--- config.mk ---
export PLATFORM = sky130hd
export DESIGN_NAME = lidar_frame_parser
export DESIGN_NICKNAME = d
export VERILOG_FILES = /design/src/hw/rtl/lfp_pkg.sv /design/src/hw/rtl/lfp_front.sv /design/src/hw/rtl/lfp_queue.sv /design/src/hw/rtl/lfp_back.sv /design/src/hw/rtl/lidar_frame_parser.sv
export SDC_FILE = /design/constraint.sdc
export NUM_CORES = 1
export LEC_CHECK = 0
export BUFFER_PORTS_ARGS = -buffer_cell sky130_fd_sc_hd__clkbuf_2
export CAP_MARGIN = 30
export CORE_MARGIN = 2
export CORE_UTILIZATION = 45
export CTS_CLUSTER_SIZE = 8
export DETAILED_ROUTE_END_ITERATION = 10
export RECOVER_POWER = 100
export REMOVE_ABC_BUFFERS = 1
export SLEW_MARGIN = 0
export SYNTH_ARGS = -nofsm -noshare
export SYNTH_HDL_FRONTEND = slang
export SYNTH_SLANG_ARGS = --single-unit
export TNS_END_PERCENT = 5
--- constraint.sdc ---
create_clock -name clk -period 5.7 [get_ports clk]
set_input_delay 1.14 -clock clk [delete_from_list [all_inputs] [get_ports clk]]
set_output_delay 1.14 -clock clk [all_outputs]
set_load 0.03 [all_outputs]
--- src/hw/rtl/lfp_pkg.sv ---
// Shared types and constants of the lidar frame parser.
// Used by lfp_front, lfp_queue, lfp_back and lidar_frame_parser.
package lfp_pkg;

  localparam logic [7:0] START_BYTE = 8'hFA;
  localparam logic [4:0] LAST_POS   = 5'd21;  // position of the checksum high byte
  localparam logic [4:0] FOLD_END   = 5'd20;  // words at positions below this are folded
  localparam logic [4:0] IDX_POS    = 5'd1;
  localparam logic [4:0] SPEED_POS  = 5'd3;
  localparam logic [8:0] INDEX_BASE = 9'd160;

  localparam int ANGLE_W = 11;
  localparam int DIST_W  = 14;
  localparam int RPM_W   = 10;
  localparam int ACC_W   = 26;
  localparam int SLOTS   = 4;

  typedef logic [1:0] slot_t;

  // One checked frame: everything the back end needs to emit four readings.
  typedef struct packed {
    logic [7:0]                     idx;
    logic [RPM_W-1:0]               rpm;
    logic [SLOTS-1:0][DIST_W-1:0]   dists;
  } frame_rec_t;

  typedef struct packed {
    logic       push;
    frame_rec_t rec;
  } push_req_t;

  typedef struct packed {
    logic       full;
    logic       empty;
  } q_status_t;

endpackage

--- src/hw/rtl/lfp_front.sv ---
// Front end: frame sync, byte collection, checksum fold and check.
// Depends on lfp_pkg; pushes good frames toward lfp_queue.
module lfp_front import lfp_pkg::*; (
  input  logic       clk,
  input  logic       rst_n,
  input  logic       in_tvalid,
  output logic       in_tready,
  input  logic [7:0] in_tdata,
  input  q_status_t  q_stat,
  output push_req_t  push_req
);

  logic                           in_frame_r, in_frame_nxt;
  logic [4:0]                     cnt_r, cnt_nxt;
  logic [7:0]                     prev_r;
  logic [ACC_W-1:0]               acc_r, acc_nxt;
  logic [7:0]                     idx_r, idx_nxt;
  logic [RPM_W-1:0]               rpm_r, rpm_nxt;
  logic [SLOTS-1:0][DIST_W-1:0]   dist_r, dist_nxt;

  logic        beat;
  logic        take;
  logic [4:0]  pos;
  logic [15:0] word;
  logic [ACC_W-1:0] acc_base;
  logic [15:0] folded;
  slot_t       slot;

  // Stall only on the closing byte while the queue has no room.
  assign in_tready = !(in_frame_r && (cnt_r == LAST_POS) && q_stat.full);
  assign beat      = in_tvalid && in_tready;
  assign take      = beat && (in_frame_r || (in_tdata == START_BYTE));
  assign pos       = in_frame_r ? cnt_r : 5'd0;
  assign word      = {in_tdata, prev_r};
  assign acc_base  = in_frame_r ? acc_r : '0;
  assign folded    = {1'b0, acc_r[14:0] + {4'd0, acc_r[ACC_W-1:15]}};
  assign slot      = slot_t'(pos[4:2] - 3'd1);

  always_comb begin
    in_frame_nxt = in_frame_r;
    cnt_nxt      = cnt_r;
    acc_nxt      = acc_r;
    idx_nxt      = idx_r;
    rpm_nxt      = rpm_r;
    dist_nxt     = dist_r;
    if (take) begin
      in_frame_nxt = 1'b1;
      cnt_nxt      = pos + 5'd1;
      acc_nxt      = acc_base;
      if (pos[0] && (pos < FOLD_END)) begin
        acc_nxt = ACC_W'({acc_base[ACC_W-2:0], 1'b0} + {10'd0, word});
      end
      if (pos == IDX_POS) begin
        idx_nxt = in_tdata;
      end
      if (pos == SPEED_POS) begin
        rpm_nxt = word[15:6];
      end
      if ((pos[1:0] == 2'b01) && (pos > SPEED_POS) && (pos < FOLD_END)) begin
        dist_nxt[slot] = word[15] ? '0 : word[DIST_W-1:0];
      end
      if (pos == LAST_POS) begin
        in_frame_nxt = 1'b0;
        cnt_nxt      = '0;
      end
    end
  end

  always_comb begin
    push_req.push      = take && (pos == LAST_POS) && (folded == word);
    push_req.rec.idx   = idx_r;
    push_req.rec.rpm   = rpm_r;
    push_req.rec.dists = dist_r;
  end

  always_ff @(posedge clk) begin
    if (!rst_n) begin
      in_frame_r <= 1'b0;
      cnt_r      <= '0;
      acc_r      <= '0;
    end else begin
      in_frame_r <= in_frame_nxt;
      cnt_r      <= cnt_nxt;
      acc_r      <= acc_nxt;
    end
  end

  always_ff @(posedge clk) begin
    if (beat) begin
      prev_r <= in_tdata;
    end
    idx_r  <= idx_nxt;
    rpm_r  <= rpm_nxt;
    dist_r <= dist_nxt;
  end

endmodule

--- src/hw/rtl/lfp_queue.sv ---
// Two-entry queue of checked frame records between front and back end.
// Depends on lfp_pkg.
module lfp_queue import lfp_pkg::*; (
  input  logic       clk,
  input  logic       rst_n,
  input  push_req_t  push_req,
  input  logic       pop,
  output q_status_t  q_stat,
  output frame_rec_t head
);

  frame_rec_t  mem_r [2];
  logic        wr_ptr_r;
  logic        rd_ptr_r;
  logic [1:0]  count_r;
  logic        do_push;
  logic        do_pop;

  assign q_stat.full  = (count_r == 2'd2);
  assign q_stat.empty = (count_r == 2'd0);
  assign do_push      = push_req.push && !q_stat.full;
  assign do_pop       = pop && !q_stat.empty;
  assign head         = mem_r[rd_ptr_r];

  always_ff @(posedge clk) begin
    if (!rst_n) begin
      wr_ptr_r <= 1'b0;
      rd_ptr_r <= 1'b0;
      count_r  <= '0;
    end else begin
      if (do_push) begin
        wr_ptr_r <= !wr_ptr_r;
      end
      if (do_pop) begin
        rd_ptr_r <= !rd_ptr_r;
      end
      count_r <= count_r + {1'b0, do_push} - {1'b0, do_pop};
    end
  end

  always_ff @(posedge clk) begin
    if (do_push) begin
      mem_r[wr_ptr_r] <= push_req.rec;
    end
  end

endmodule

--- src/hw/rtl/lfp_back.sv ---
// Back end: expands one frame record into four readings in an output register.
// Depends on lfp_pkg; reads the head of lfp_queue.
module lfp_back import lfp_pkg::*; (
  input  logic                clk,
  input  logic                rst_n,
  input  q_status_t           q_stat,
  input  frame_rec_t          head,
  output logic                pop,
  output logic                out_tvalid,
  input  logic                out_tready,
  output logic [ANGLE_W-1:0]  angle,
  output logic [DIST_W-1:0]   distance,
  output logic [RPM_W-1:0]    rpm,
  output logic                out_tlast
);

  slot_t               slot_r;
  logic                valid_r;
  logic [ANGLE_W-1:0]  angle_r;
  logic [DIST_W-1:0]   dist_r;
  logic [RPM_W-1:0]    rpm_r;
  logic                last_r;
  logic                load;
  logic [8:0]          base;

  assign load       = !q_stat.empty && (!valid_r || out_tready);
  assign pop        = load && (slot_r == slot_t'(SLOTS - 1));
  assign base       = {1'b0, head.idx} - INDEX_BASE;
  assign out_tvalid = valid_r;
  assign angle      = angle_r;
  assign distance   = dist_r;
  assign rpm        = rpm_r;
  assign out_tlast  = last_r;

  always_ff @(posedge clk) begin
    if (!rst_n) begin
      valid_r <= 1'b0;
      slot_r  <= '0;
    end else begin
      if (load) begin
        valid_r <= 1'b1;
        slot_r  <= slot_r + slot_t'(1);
      end else if (out_tready) begin
        valid_r <= 1'b0;
      end
    end
  end

  always_ff @(posedge clk) begin
    if (load) begin
      angle_r <= {base, slot_r};
      dist_r  <= head.dists[slot_r];
      rpm_r   <= head.rpm;
      last_r  <= (slot_r == slot_t'(SLOTS - 1));
    end
  end

endmodule

--- src/hw/rtl/lidar_frame_parser.sv ---
// Top level of the lidar frame parser: front end, frame queue, back end.
// Depends on lfp_pkg, lfp_front, lfp_queue and lfp_back.
//
//  channel | ports       | tdata fields (low bit up)              | tlast
//  --------+-------------+----------------------------------------+--------------
//  input   | in_t*       | data_byte[7:0]                         | -
//  result  | out_t*      | angle[10:0] distance[24:11] rpm[34:25] | last_reading
//
// One byte is taken every cycle; the only input stall is on the closing byte
// of a frame, good or bad, while both queue entries are still held by the back end.
// A good frame is checked on its last byte and leaves four readings, one per
// cycle while out_tready is high, from the output register.
// Reset (rst_n low, synchronous) drops any partial frame and empties the queue.
// A stalled result holds in the output register while input bytes keep flowing.
module lidar_frame_parser import lfp_pkg::*; (
  input  logic        clk,
  input  logic        rst_n,
  input  logic        in_tvalid,
  output logic        in_tready,
  input  logic [7:0]  in_tdata,   // [7:0] data_byte
  output logic        out_tvalid,
  input  logic        out_tready,
  output logic [39:0] out_tdata,  // [10:0] angle, [24:11] distance, [34:25] rpm, rest zero
  output logic        out_tlast
);

  push_req_t           push_req;
  q_status_t           q_stat;
  frame_rec_t          head;
  logic                pop;
  logic [ANGLE_W-1:0]  angle;
  logic [DIST_W-1:0]   distance;
  logic [RPM_W-1:0]    rpm;

  // Sync on the start byte, collect and check the frame.
  lfp_front u_front (
    .clk       (clk),
    .rst_n     (rst_n),
    .in_tvalid (in_tvalid),
    .in_tready (in_tready),
    .in_tdata  (in_tdata),
    .q_stat    (q_stat),
    .push_req  (push_req)
  );

  // Hold checked frames so the two sides stall independently.
  lfp_queue u_queue (
    .clk      (clk),
    .rst_n    (rst_n),
    .push_req (push_req),
    .pop      (pop),
    .q_stat   (q_stat),
    .head     (head)
  );

  // Emit four readings per frame.
  lfp_back u_back (
    .clk        (clk),
    .rst_n      (rst_n),
    .q_stat     (q_stat),
    .head       (head),
    .pop        (pop),
    .out_tvalid (out_tvalid),
    .out_tready (out_tready),
    .angle      (angle),
    .distance   (distance),
    .rpm        (rpm),
    .out_tlast  (out_tlast)
  );

  assign out_tdata = {5'd0, rpm, distance, angle};

  // A frame is never pushed into a full queue: the front end stalls first.
  a_no_push_full: assert property (@(posedge clk) disable iff (!rst_n)
    !(push_req.push && q_stat.full))
    else $error("frame pushed into full queue");

  // The marked reading is the fourth slot of its frame.
  a_last_slot: assert property (@(posedge clk) disable iff (!rst_n)
    (out_tvalid && out_tlast) |-> (out_tdata[1:0] == 2'b11))
    else $error("last reading not in slot three");

  // A pop leaves the last reading of a frame in the output register.
  a_pop_last: assert property (@(posedge clk) disable iff (!rst_n)
    pop |=> (out_tvalid && out_tlast))
    else $error("record popped before its last reading");

  // Input stalls only while the queue is full.
  a_stall_full: assert property (@(posedge clk) disable iff (!rst_n)
    !in_tready |-> q_stat.full)
    else $error("input stalled with room in queue");

endmodule
* Yosys cells after proc, flatten, opt, wreduce, memory -nomap -nowiden
Memory sizes are Yosys's and may differ from the RTL's. A register that Yosys moved wholly into a read port is not among the register bits. Cells that the tools add are included.
Storage, ports and cells: register bits after elaboration 157, memory bits (writable) 148, output and inout bits 43, word-level logic and storage cells 89, memories kept 1
Memories:
- u_queue.mem_r | depth 2, bits a word 74, rd ports 1, clocked after memory_dff 1, wr ports 1, line lfp_queue.sv:12 | frame_rec_t mem_r [2];
Cells by class: $add $sub $neg 8, $lt $le $gt $ge 5, equal/unequal tests 10, muxes and demuxes 17, reductions and logical operators 28
Operator list (number):
- $bwmux 56 | 1
- $mux 26 | 2
- $mux 14 | 3
- $bmux 14 s2 | 1
- $demux 14 s2 | 1
- $add 26x16->26 | 1
- $eq 15x16->1 | 1
- $add 15x11->15 | 1
- $logic_and 1x1->1 | 14
- $eq 5x5->1 const B | 2
- $mux 5 | 2
- $sub 8x8->9 const B | 1
- $eq 8x8->1 const B | 1
- $reduce_and 2->1 | 4
- $mux 1 | 7
- $logic_not 1->1 | 6
- $lt 2x3->1 const B | 2
- $add 5x1->5 const B | 1
- $eq 5x1->1 const B | 1
- $eq 5x2->1 const B | 1
- $gt 5x2->1 const B | 1
- $lt 5x5->1 const B | 1
- $eq 2x2->1 const B | 2
- $add 2x1->2 | 1
- other kinds (9) | 10

* Depth between registers and ports, before layout
Gate-level depths: netlist of run 1.
depth after elaboration 11, mapped depth 14, gate-level depth less buffers 14

* Modules after synthesis
Synthesis of run 1 repeated with hierarchy kept, for this count alone.
Unflattened totals: cell total of the unflattened synthesis 832, area total of the unflattened synthesis 13211.4 sq um
Modules (own cells, without submodules):
- lfp_queue | instances 1, cells each 257, area an instance 5820.6 sq um
- lfp_front | instances 1, cells each 496, area an instance 5718.0 sq um
- lfp_back | instances 1, cells each 73, area an instance 1631.6 sq um
- lidar_frame_parser | instances 1, cells each 6, area an instance 41.3 sq um

* Least setup slack after synthesis of run 1
OpenSTA, ideal clock, no wires.
kind reg-to-reg, start register u_front.acc_r[15], end memory u_queue.mem_r[0][0] in the netlist's numbering (enable), setup time 515 ps, data arrival time 5719 ps, slack -534 ps, stages on the path, launching flop included 12, cells stage by stage dfxtp_1 -> ha_1 -> inv_1 -> fa_1 -> xnor2_1 -> a2111oi_1 -> nand2_1 -> nor4_1 -> nand4_1 -> nor3_1 -> and4bb_1 -> nor2b_1
On the way: cells in the longest elaborated chain, start to end 6
Ends and longest elaborated chain:
- start, declared | line lfp_front.sv:16 | logic [ACC_W-1:0] acc_r, acc_nxt;
- start signal, assigned | line lfp_front.sv:84 | acc_r <= acc_nxt;
- $add 15x11->15 | line lfp_front.sv:36 | assign folded = {1'b0, acc_r[14:0] + {4'd0, acc_r[ACC_W-1:15]}};
- $eq 15x16->1 | line lfp_front.sv:70 | push_req.push = take && (pos == LAST_POS) && (folded == word);
- $logic_and 1x1->1 | line lfp_front.sv:70
- $logic_and 1x1->1 | line lfp_queue.sv:21 | assign do_push = push_req.push && !q_stat.full;
- $mux 1 | line lfp_queue.sv:42 | if (do_push) begin
- $mux 1 (not written as such) | line lfp_queue.sv:43 | mem_r[wr_ptr_r] <= push_req.rec;
- end, declared | line lfp_queue.sv:12
No other way between the ends.

* Worst setup path after layout of run 1
start register u_front.in_frame_r, end memory u_queue.mem_r[1][9] in the netlist's numbering (enable)
On the way: cells in the longest elaborated chain, start to end 10
Ends and longest elaborated chain:
- start, declared | line lfp_front.sv:13 | logic in_frame_r, in_frame_nxt;
- start signal, assigned | line lfp_front.sv:82 | in_frame_r <= in_frame_nxt;
- $logic_and 1x1->1 (2 in series) | line lfp_front.sv:30 | assign in_tready = !(in_frame_r && (cnt_r == LAST_POS) && q_stat.full);
- $logic_not 1->1 | line lfp_front.sv:30
- $logic_and 1x1->1 | line lfp_front.sv:31 | assign beat = in_tvalid && in_tready;
- via u_front.beat | line lfp_front.sv:21 | logic beat;
- $logic_and 1x1->1 | line lfp_front.sv:32 | assign take = beat && (in_frame_r || (in_tdata == START_BYTE));
- $logic_and 1x1->1 (2 in series) | line lfp_front.sv:70
- $logic_and 1x1->1 | line lfp_queue.sv:21
- $mux 1 | line lfp_queue.sv:42
- $mux 1 (not written as such) | line lfp_queue.sv:43
The timed path passes the listed nets, and every way through them passes these cells.

==> out/qor.csv, run 1 <==
stage,metric,value,unit
sta,worst_pin_slew,2.301,ns
run,maxCapViolCount,3,
placement,io_buffers,49,
power,p_leak,4.799,nW
grt,track_usage,17.64,%
power,power_density,327.0,nW/um^2
sta,final.setup.tns,0,ns
floorplanning,coreArea,27860,sq um
sta,setup_viol,0,
sta,holdWs,0.4377,ns
cells_and_area,fill_cells,2291,
worst_setup_path,slowest_delay,1.01,ns
worst_setup_path,path_depth,12,
cells_and_area,post-route-util,52.33,%
worst_setup_path,rr_endpoint,u_queue.mem_r[1][9]$_DFFE_PP_,
placement,gp_congestion,0.9065,
drt,route.detailed.drc,0,
clocking,postCtsHoldBufs,0,
min_path,hp-class,flop to flop,
synth,synth_top_flop_cell,edfxtp_1,
drt,wirelength,25060,microns
sta,fin_crit,4.508,ns
synth,synth_cell_types,66,
synth,synth-edff-count,266,
synth,synthArstFlopShare,0,%
synth,synthesis.area,12740,sq um
placement,dpl_worst_slack,1.817,ns
worst_setup_path,r2r_slack,1.19,ns
clocking,cts.sinks,306,
clocking,htreeDepth,2,
synth,synthTopCellsByArea,"edfxtp_1, dfxtp_1, mux4_2",
clocking,cts_resized,0,
clocking,cts_buffer_depth,3,
worst_setup_path,rr_startpoint,u_front.in_frame_r$_SDFFE_PN0P_,
worst_setup_path,required,5.92,ns
worst_setup_path,cp_data_arrival_time,4.73,ns
synth,yosysSeqAreaShare,68.96,%
drt,num_vias,6897,
worst_setup_path,crit_start,u_front.in_frame_r$_SDFFE_PN0P_,
cells_and_area,layout_common_cells,"edfxtp_1, clkbuf_1, nand2_1, nor2_1, clkbuf_16",
grt,grt-ovfl-total,0,
floorplanning,die_h,172.3,microns
cells_and_area,antennaDiodeCount,0,
worst_setup_path,worst-path-buf-inv,3,
placement,placed_cells,1241,
synth,yosysTopAreaCell,edfxtp_1,
worst_setup_path,cp_slowest_cell,clkbuf_1,
sta,relSlewSlack,-53.38,%
drt,ant_nets,0,
worst_setup_path,start_kind,flop,
drt,via_per_inst,5.293,
sta,setup_ws,1.192,ns
placement,placed_area,13540,sq um
grt,antenna_found_initial,0,
synth,synth_area_per_cell,15.41,sq um
cells_and_area,areaGrowthSynthToFinish,14.39,%
power,vdd_drop_max,0.0002150,V
sta,hold_viol_final,0,
grt,grt_max_degree,75,
clocking,clk_latency,0.53,ns
sta,period_share,79.08,%
run_status,outcome,"complete, but fails checks",
synth,synth_cells,827,
drt,drtPass1Iterations,5,
cells_and_area,fin_nets,955,
clocking,cts_setup_buffers,0,
grt,grt_pass1_wl,39500,microns
synth,synth-seq-cells,306,
worst_setup_path,cp-end-kind,flop,
worst_setup_path,worstPathCellList,clkbuf_1 > nand4b_1 > or3_2 > nand2_1 > clkinvlp_2 > nand2_1 > nor3_1 > nand4_1 > nor3_1 > and4bb_1 > and2_4 > buf_16,
cells_and_area,layout_commonest_cell,edfxtp_1,
worst_setup_path,endpoint,u_queue.mem_r[1][9]$_DFFE_PP_,
synth,synth_top_area_share,62.68,%
placement,dpl.hpwl,16300,microns
sta,skew,0.02139,ns
floorplanning,io_pins,55,
worst_setup_path,crit_type,flop to flop,
sta,fmax,221.9,MHz
sta,rsz0062_at_grt,false,
floorplanning,fp.dieW,172.3,microns
drt,drt_iter0_drc,511,
worst_setup_path,reg2reg_depth,12,
sta,slew_violations,102,
clocking,numCtsBuffers,44,
run_status,failed_checks,"capacitance limit, slew limit",
clocking,tritoncts,yes,
cells_and_area,fin_cells,1303,
synth,yosysWarningCount,0,
power,p_total,4.767,mW
drt,routedWlPerCell,19.23,microns
clocking,cts_root_buf,clkbuf_16,
cells_and_area,drive_above_1_share,12.54,%
floorplanning,rows,61,
worst_setup_path,critPathMaxFanout,66,
cells_and_area,stdcell_area,14580,sq um
clocking,clk_pin_slew,0.05,ns
worst_setup_path,cp_top_family,simple AND/OR/NAND/NOR gates,
floorplanning,initial_core_util,45.74,%
grt,grt_pass1_vias,7102,
floorplanning,die-area,29680,sq um
## final cells by class
cell class                      instances  area (sq um)  area share, %
Multi-Input combinational cell        473          3750          25.72
Timing Repair Buffer                   64         286.5          1.966
Clock buffer                           57          1150          7.888
Inverter                               20         76.32         0.5236
Tap cell                              378         473.0          3.244
Clock inverter                          5         53.80         0.3691
Sequential cell                       306          8788          60.29
## flip-flops by register name, summed over array words and instances (netlist names), named ones only
signal	cells
u_queue.mem_r	148
u_front.push_req	56
u_front.acc_r	26
u_back.distance	14
u_back.angle	11
u_back.rpm	10
u_front.rpm_r	10
u_front.idx_r	8
u_front.prev_r	8
u_front.cnt_r	5
u_back.slot_r	2
u_queue.count_r	2
u_back.out_tlast	1
u_back.out_tvalid	1
u_front.in_frame_r	1
u_queue.rd_ptr_r	1
u_queue.wr_ptr_r	1
## power breakdown
part | leakage (nW) | switching [mW] | internal, mW
sequential | 2.62 | 0.00606 | 2.42
clock | 0.584 | 0.877 | 1.40
combinational | 1.60 | 0.0488 | 0.0204
total | 4.80 | 0.932 | 3.83
## cells in the mapped netlist, types with 3 or more instances
| library cell | n |
|---|---|
| ha_1 | 32 |
| or3_1 | 3 |
| nand4b_1 | 4 |
| xor2_1 | 24 |
| or4_1 | 3 |
| a31oi_1 | 7 |
| o211ai_1 | 5 |
| o221a_2 | 3 |
| xnor2_1 | 23 |
| inv_1 | 18 |
| nor2_1 | 45 |
| nand2_1 | 53 |
| mux2i_1 | 7 |
| nor4_1 | 3 |
| clkbuf_1 | 19 |
| o21ai_0 | 14 |
| buf_4 | 6 |
| o21ai_1 | 20 |
| dfxtp_1 | 40 |
| a22oi_1 | 11 |
| and2_1 | 19 |
| a21o_1 | 13 |
| nand4_1 | 4 |
| mux2_2 | 30 |
| nor3_1 | 8 |
| edfxtp_1 | 266 |
| a21oi_1 | 29 |
| or2_2 | 4 |
| mux4_2 | 28 |
| a211oi_1 | 3 |
| buf_2 | 5 |
| nor2b_1 | 17 |
| nand2b_1 | 5 |
| o22ai_1 | 3 |
| and3_1 | 8 |
| nand3_1 | 9 |
## worst min-delay path by stage
| stage | cells past startpoint | to | slack [ns] | startpoint |
|---|---|---|---|---|
| global placement | 0 | u_queue.mem_r[1][20]$_DFFE_PP_ | 0.42 | u_front.push_req[20]$_DFFE_PP_ |
| finish | 0 | u_queue.mem_r[1][26]$_DFFE_PP_ | 0.44 | u_front.push_req[26]$_DFFE_PP_ |
| floorplan | 0 | u_queue.mem_r[0][0]$_DFFE_PP_ | 0.42 | u_front.push_req[0]$_DFFE_PP_ |
| CTS | 0 | u_queue.mem_r[1][5]$_DFFE_PP_ | 0.44 | u_front.push_req[5]$_DFFE_PP_ |
| global route | 0 | u_queue.mem_r[1][5]$_DFFE_PP_ | 0.45 | u_front.push_req[5]$_DFFE_PP_ |
| detailed placement | 0 | u_queue.mem_r[0][4]$_DFFE_PP_ | 0.43 | u_front.push_req[4]$_DFFE_PP_ |
## routing by layer
layer  vias up  track usage [%]  wire, microns
met1      3398            23.13          11030
met3        36            3.182           1136
met4         0            5.554            520
li1       3290                -              -
met5         -                0              0
met2       173            29.98          12380
## cell families (layout without fill, tap and decap cells)
group                    Yosys count  count (layout)  share of synthesized area, %
AO/OA/AOI/OAI                    120             120                         6.038
XOR/XNOR                          48              48                         3.407
adder cells (fa/ha/maj)           34              34                         3.456
buffers and inverters             52             146                         1.767
flip-flops                       306             306                         68.96
multiplexers                      66              66                         8.238
other                              1               5                       0.02943
AND/OR/NAND/NOR                  200             200                         8.100
No activity file was read; power rests on OpenSTA's default activity.
==> run 2, diff against run 1 <==
Settings changed: ABC_AREA from default to 1.
Clock period 5.7 ns to 4.5 ns, I/O delays scaled along.
==> run 2 against run 1 <==
The run still ends with capacitance limit, slew limit left; flip-flop and latch count stayed put; critical path depth decreased by 1; combinational power is 55% higher; clock skew up 0.0090 ns; largest power group unchanged; fmax grew 22%; setup slack got worse by 0.40 ns; clock power up 32%; die area increased by 5.6%; wire length grew 22%; hold slack is essentially flat; sequential power is 27% higher.
==> out/qor.csv, run 2 <==
stage,metric,value,unit,change
run_status,outcome,"complete, but fails checks",,
run_status,failed_checks,"capacitance limit, slew limit",,
sta,holdWs,0.4381,ns,+0.0003850 ns
placement,gp_congestion,0.9033,,-0.35%
power,combPwrFrac,1.7,%,+0.2 points
cells_and_area,layout_common_cells,"edfxtp_1, nand2_1, nor2_1, inv_1, o21ai_0",,
grt,grt_max_degree,75,,unchanged
worst_setup_path,required,4.69,ns,-1.23 ns
cells_and_area,antennaDiodeCount,0,,unchanged
synth,yosysSeqAreaShare,65.24,%,-3.7 points
sta,relSlewSlack,-71.31,%,-18 points
run,maxCapViolCount,3,,unchanged
sta,fin_crit,3.706,ns,-0.8018 ns
drt,route.detailed.drc,0,,unchanged
power,intPower,4.945,mW,+29%
floorplanning,io_pins,55,,unchanged
floorplanning,die_h,177.0,microns,+2.7%
min_path,hp-class,flop to flop,,
sta,skew,0.03037,ns,+0.008976 ns
power,power_density,402.2,nW/um^2,+23%
synth,synth-edff-count,266,,unchanged
synth,yosysWarningCount,0,,unchanged
sta,slew_violations,119,,+17%
worst_setup_path,cp-end-kind,flop,,
cells_and_area,fin_cells,1748,,+34%
placement,io_buffers,49,,unchanged
floorplanning,die-area,31330,sq um,+5.6%
grt,antenna_found_initial,0,,unchanged
cells_and_area,regMostFlops,u_queue.mem_r,,
power,vdd_drop_max,0.0002358,V,+9.7%
clocking,postCtsHoldBufs,0,,unchanged
grt,grt_pass1_vias,8945,,+26%
floorplanning,fp.dieW,177.0,microns,+2.7%
clocking,cts_root_buf,clkbuf_16,,
cells_and_area,fill_cells,2614,,+14%
sta,fmax,269.9,MHz,+22%
clocking,numCtsBuffers,44,,unchanged
cells_and_area,fin_nets,1389,,+45%
clocking,tritoncts,yes,,
clocking,cts.sinks,306,,unchanged
cells_and_area,drive_above_1_share,6.333,%,-6.2 points
floorplanning,rows,63,,+3.3%
drt,ant_nets,0,,unchanged
power,p_leak,5.832,nW,+22%
sta,rsz0062_at_grt,false,,
worst_setup_path,crit_type,flop to flop,,
synth,synth_common_cells,"edfxtp_1, nand2_1, nor2_1, inv_1, o21ai_0",,
synth,synth-seq-cells,306,,unchanged
synth,synth_cells,1271,,+54%
drt,routedWlPerCell,17.46,microns,-9.2%
synth,synth_top_area_share,59.30,%,-3.4 points
sta,setup_viol,0,,unchanged
sta,period_share,82.35,%,+3.3 points
grt,track_usage,19.94,%,+2.3 points
clocking,cts_setup_buffers,0,,unchanged
worst_setup_path,cp_data_arrival_time,3.90,ns,-0.83 ns
drt,drtPass1Iterations,7,,+2
drt,via_per_inst,5.233,,-1.1%
synth,synthesis.area,13470,sq um,+5.7%
placement,dpl.hpwl,19570,microns,+20%
power,seqPwrFrac,49.8,%,-1.1 points
synth,synthTopCellsByArea,"edfxtp_1, nand2_1, dfxtp_1",,
grt,grt-ovfl-total,0,,unchanged
synth,yosysTopAreaCell,edfxtp_1,,
drt,num_vias,9148,,+33%
clocking,clk_pin_slew,0.05,ns,about the same
power,p_clk_share,48.4,%,+0.7 points
drt,drt_iter0_drc,677,,+32%
synth,synth_top_flop_cell,edfxtp_1,,
cells_and_area,areaGrowthSynthToFinish,14.09,%,
clocking,clk_latency,0.55,ns,+0.02 ns
floorplanning,coreArea,29560,sq um,+6.1%
power,switching_share,19.99,%,+0.43 points
worst_setup_path,critPathMaxFanout,32,,-52%
clocking,cts_resized,0,,unchanged
power,p_sw,1.236,mW,+33%
synth,synth_cell_types,46,,-30%
synth,synthMostInstantiatedCell,edfxtp_1,,
cells_and_area,layout_commonest_cell,edfxtp_1,,
worst_setup_path,start_kind,flop,,
drt,wirelength,30520,microns,+22%
clocking,cts_buffer_depth,3,,unchanged
sta,hold_viol_final,0,,unchanged
grt,grt_pass1_wl,48070,microns,+22%
cells_and_area,largest_reg_flops,148,,unchanged
cells_and_area,multi_input_area,4051,sq um,+8.0%
sta,worst_pin_slew,2.570,ns,+0.2690 ns
synth,synth_area_per_cell,10.60,sq um,-31%
synth,synthArstFlopShare,0,%,unchanged
cells_and_area,ff_latch_area,8788,sq um,unchanged
placement,placed_cells,1687,,+36%
floorplanning,initial_core_util,45.57,%,-0.17 points
clocking,htreeDepth,2,,unchanged
-- run 2: cell types whose count changed after synthesis, sizes merged, moves of 28 or more --
| cell | previous run | this run |
|---|---|---|
| o21ai | 34 | 96 |
| nand2 | 55 | 259 |
| mux2 | 31 | 0 |
| nand3 | 9 | 39 |
| inv | 19 | 120 |
| a21oi | 30 | 78 |
| nor2 | 46 | 186 |
| mux4 | 28 | 0 |
-- run 2: final cells by class --
class	instances	share of cell area, %
Inverter	123	3.004
Timing Repair Buffer	65	2.149
Sequential cell	306	57.18
Tap cell	390	3.175
Clock inverter	2	0.2605
Clock buffer	59	7.865
Multi-Input combinational cell	803	26.36
-- run 2: power groups by stage --
| stage | Combinational (mW) | Clock [mW] | Sequential (mW) |
|---|---|---|---|
| 2_1_floorplan | 0.0671 | 0 | 3.12 |
| 3_3_place_gp | 0.109 | 0 | 3.13 |
| 3_5_place_dp | 0.110 | 0 | 3.13 |
| 4_1_cts | 0.110 | 3.05 | 3.08 |
| 5_1_grt | 0.121 | 3.17 | 3.08 |
| 6_report | 0.107 | 2.99 | 3.08 |
-- run 2: cells by family (layout without fill, tap and decap cells) --
group | Yosys count | in the layout | share of synthesized area, %
AOI/OAI and AO/OA | 215 | 215 | 8.527
xor gates and xnor gates | 30 | 30 | 1.951
adders and majority gates | 34 | 34 | 3.270
buffers and inverters | 166 | 249 | 4.886
DFF | 306 | 306 | 65.24
muxes | 2 | 2 | 0.1486
other | 1 | 5 | 0.02784
and+or+nand+nor | 517 | 517 | 15.95
-- run 2: final timing paths --
path / start / to / slack [ns] / cells after the start
setup / recovery: u_front.in_frame_r$_SDFFE_PN0P_ / u_front.push_req[24]$_DFFE_PP_ / 0.79 / 11
hold / removal: u_front.push_req[10]$_DFFE_PP_ / u_queue.mem_r[1][10]$_DFFE_PP_ / 0.44 / 0
setup reg to reg: u_front.in_frame_r$_SDFFE_PN0P_ / u_front.push_req[24]$_DFFE_PP_ / 0.79 / 11
hold reg to reg: u_front.push_req[10]$_DFFE_PP_ / u_queue.mem_r[1][10]$_DFFE_PP_ / 0.44 / 0
-- run 2: worst max-delay path: stages, from the launching register on --
cell and delay [ns]:
dfxtp_1 0.30, buf_4 0.24, nand2_1 0.09, inv_1 0.07
nand2_1 0.08, nor2_1 0.09, nor2_1 0.88, nand2_2 0.11
inv_1 0.65, nand3_1 0.29, nor3_1 0.21, buf_4 0.33
-- run 2: per-layer routing --
metal,vias up,global-route usage [%],share of wire [%]
met2,299,32.78,48
met5,-,0,0
li1,4466,-,-
met3,71,3.565,6.1
met1,4312,26.04,43
met4,0,8.471,3.5
-- run 2: through the flow --
stage,TNS [ns],cell area (sq um),power [mW],utilization [%],worst slack [ns]
final,0,15370,6.181,51.99,0.7943
after global routing,0,15370,6.367,51.99,0.5300
after CTS,0,15470,6.241,52.35,1.354
after detailed placement,0,14220,3.242,48.12,1.256
after global placement,0,14200,3.242,48.03,1.257
after floorplan,-202.68,13290,3.191,-,-1.369
==> run 3, diff against run 2 <==
Clock period 4.5 ns to 3.1 ns, I/O delays scaled along.
==> run 3 against run 2 <==
The run still ends with capacitance limit, slew limit left; flip-flop and latch count unchanged; count of clock-buffer cells in the layout is 10 higher; cell area up 1.8%; fmax rose by 28%; via count grew 0.34%; final cell count increased by 2.2%; non-clock buffer count up 27; setup slack got worse by 0.59 ns; critical path type unchanged; highest routed layer unchanged.
==> out/qor.csv, run 3 (same netlist as run 2, synthesis figures left out) <==
stage,metric,value,unit,change
min_path,hp-class,flop to flop,,
cells_and_area,fill_cells,2630,,+0.61%
drt,via_per_inst,5.137,,-1.9%
worst_setup_path,rr_startpoint,u_front.acc_r[0]$_SDFFE_PN0P_,,
power,combPwrFrac,1.8,%,about the same
min_path,hold_end,u_queue.mem_r[0][36]$_DFFE_PP_,,
run_status,failed_checks,"capacitance limit, slew limit",,
power,seqPwrFrac,49.8,%,about the same
clocking,clk_latency,0.55,ns,about the same
drt,wirelength,31330,microns,+2.7%
cells_and_area,multi_input_area,4049,sq um,about the same
min_path,min_path_cells,0,,unchanged
floorplanning,die_h,177.0,microns,unchanged
grt,grt_pass1_vias,9058,,+1.3%
clocking,cts_buffer_depth,3,,unchanged
power,p_total,8.976,mW,+45%
grt,grt_max_degree,45,,-40%
placement,io_buffers,49,,unchanged
clocking,clk_pin_slew,0.05,ns,about the same
worst_setup_path,start_kind,flop,,
grt,grt-ovfl-total,0,,unchanged
worst_setup_path,required,3.32,ns,-1.37 ns
cells_and_area,layout_commonest_cell,edfxtp_1,,
drt,ant_nets,0,,unchanged
drt,route.detailed.drc,0,,unchanged
worst_setup_path,critPathMaxFanout,22,,-31%
sta,relSlewSlack,-7.343,%,+64 points
grt,track_usage,20.34,%,+0.40 points
sta,skew,0.03363,ns,+0.003257 ns
run,maxCapViolCount,1,,-2
sta,fmax,345.0,MHz,+28%
clocking,tritoncts,yes,,
placement,dpl_worst_slack,0.07915,ns,-1.177 ns
clocking,numCtsBuffers,44,,unchanged
cells_and_area,antennaDiodeCount,0,,unchanged
power,p_clk_share,48.4,%,about the same
sta,worst_pin_slew,1.610,ns,-0.9595 ns
sta,setup_viol,0,,unchanged
power,vdd_drop_max,0.0003409,V,+45%
worst_setup_path,cp_data_arrival_time,3.12,ns,-0.78 ns
cells_and_area,regMostFlops,u_queue.mem_r,,
floorplanning,initial_core_util,45.57,%,unchanged
worst_setup_path,r2r_slack,0.20,ns,-0.59 ns
worst_setup_path,worst-path-buf-inv,5,,+1
min_path,hold_start,u_front.push_req[36]$_DFFE_PP_,,
worst_setup_path,rr_endpoint,u_queue.mem_r[0][71]$_DFFE_PP_,,
floorplanning,die-area,31330,sq um,unchanged
sta,hold_viol_final,0,,unchanged
drt,routedWlPerCell,17.53,microns,+0.44%
placement,dpl.hpwl,20410,microns,+4.3%
cells_and_area,drive_above_1_share,8.160,%,+1.8 points
cells_and_area,fin_nets,1416,,+1.9%
drt,drtPass1Iterations,5,,-2
power,power_density,573.5,nW/um^2,+43%
worst_setup_path,crit_type,flop to flop,,
drt,num_vias,9179,,+0.34%
drt,drt_iter0_drc,634,,-6.4%
sta,period_share,93.50,%,+11 points
floorplanning,rows,63,,unchanged
clocking,cts_root_buf,clkbuf_16,,
worst_setup_path,cp_slowest_cell,fa_1,,
clocking,postCtsHoldBufs,0,,unchanged
floorplanning,io_pins,55,,unchanged
power,p_leak,5.971,nW,+2.4%
cells_and_area,largest_reg_flops,148,,unchanged
grt,grt_pass1_wl,49030,microns,+2.0%
sta,fin_crit,2.898,ns,-0.8073 ns
worst_setup_path,cp-end-kind,flop,,
worst_setup_path,cpMostUsedCell,nand2_1,,
power,intPower,7.143,mW,+44%
sta,setup_ws,0.2016,ns,-0.5927 ns
sta,slew_violations,30,,-75%
clocking,cts.sinks,306,,unchanged
floorplanning,fp.dieW,177.0,microns,unchanged
run_status,outcome,"complete, but fails checks",,
worst_setup_path,slowest_delay,0.39,ns,-0.49 ns
power,switching_share,20.42,%,+0.43 points
cells_and_area,ff_latch_area,8788,sq um,unchanged
worst_setup_path,reg2reg_depth,17,,+6
cells_and_area,areaGrowthSynthToFinish,16.19,%,
cells_and_area,layout_common_cells,"edfxtp_1, nand2_1, nor2_1, inv_1, o21ai_0",,
floorplanning,coreArea,29560,sq um,unchanged
power,p_sw,1.833,mW,+48%
worst_setup_path,worstPathCellList,ha_2 > inv_1 > fa_1 > inv_1 > nand3_1 > nand2_2 > nand2_1 > nand2_1 > nand2_1 > nor2_1 > nand4_1 > nor3_2 > nand4_1 > buf_4 > nor2_4 > buf_4 > buf_12,,
clocking,htreeDepth,2,,unchanged
grt,antenna_found_initial,0,,unchanged
placement,gp_congestion,0.9268,,+2.6%
worst_setup_path,cp_top_family,simple AND/OR/NAND/NOR gates,,
[run 3: per-stage QoR]
step	area, sq um	hold WS, ns	TNS, ns	utilization [%]	instances
after CTS	15660	0.3752	0	52.97	1778
after global routing	15650	0.4450	-1.682	52.95	1787
final	15650	0.4374	0	52.95	1787
after global placement	14400	0.4216	0	48.72	1705
after floorplan	13290	0.4215	-431.15	-	1232
after detailed placement	14400	0.4290	0	48.72	1705
[run 3: power by group through the flow]
stage	combinational [mW]	clock, mW	sequential [mW]
floorplan	0.0974	0	4.54
global placement	0.169	0	4.55
detailed placement	0.170	0	4.55
CTS	0.171	4.43	4.47
global route	0.184	4.59	4.46
finish	0.165	4.34	4.47
[run 3: layer usage]
metal,vias up,wire [microns],GRT usage (%)
met3,67,1710,3.136
met4,0,903,7.472
li1,4546,-,-
met1,4328,13760,27.37
met2,238,14960,33.46
met5,-,0,0
[run 3: how the worst max path moves through the flow]
| stage | depth (start not counted) | startpoint | slack [ns] | endpoint |
|---|---|---|---|---|
| 2_1_floorplan | 13 | u_front.in_frame_r$_SDFFE_PN0P_ | -2.77 | u_queue.mem_r[0][0]$_DFFE_PP_ |
| 3_3_place_gp | 13 | u_front.acc_r[15]$_SDFFE_PN0P_ | 0.11 | u_queue.mem_r[0][5]$_DFFE_PP_ |
| 3_5_place_dp | 15 | u_front.acc_r[0]$_SDFFE_PN0P_ | 0.08 | u_queue.mem_r[0][5]$_DFFE_PP_ |
| 4_1_cts | 15 | u_front.acc_r[0]$_SDFFE_PN0P_ | 0.07 | u_queue.mem_r[0][37]$_DFFE_PP_ |
| 5_1_grt | 17 | u_front.acc_r[15]$_SDFFE_PN0P_ | -0.04 | u_queue.mem_r[0][58]$_DFFE_PP_ |
| 6_report | 17 | u_front.acc_r[0]$_SDFFE_PN0P_ | 0.20 | u_queue.mem_r[0][71]$_DFFE_PP_ |
[run 3: what timing repair did]
item / 4_1_cts / 5_1_grt
resized for setup: 0 / 2
hold endpoints to repair: 0 / 0
buffers inserted: 0 / 5
setup endpoints to repair: 0 / 149
[run 3: cell type report]
type / count / share of cell area, %
Clock inverter: 4 / 0.3198
Timing Repair Buffer: 92 / 3.893
Inverter: 123 / 2.950
Tap cell: 390 / 3.118
Multi-Input combinational cell: 803 / 25.87
Sequential cell: 306 / 56.15
Clock buffer: 69 / 7.698
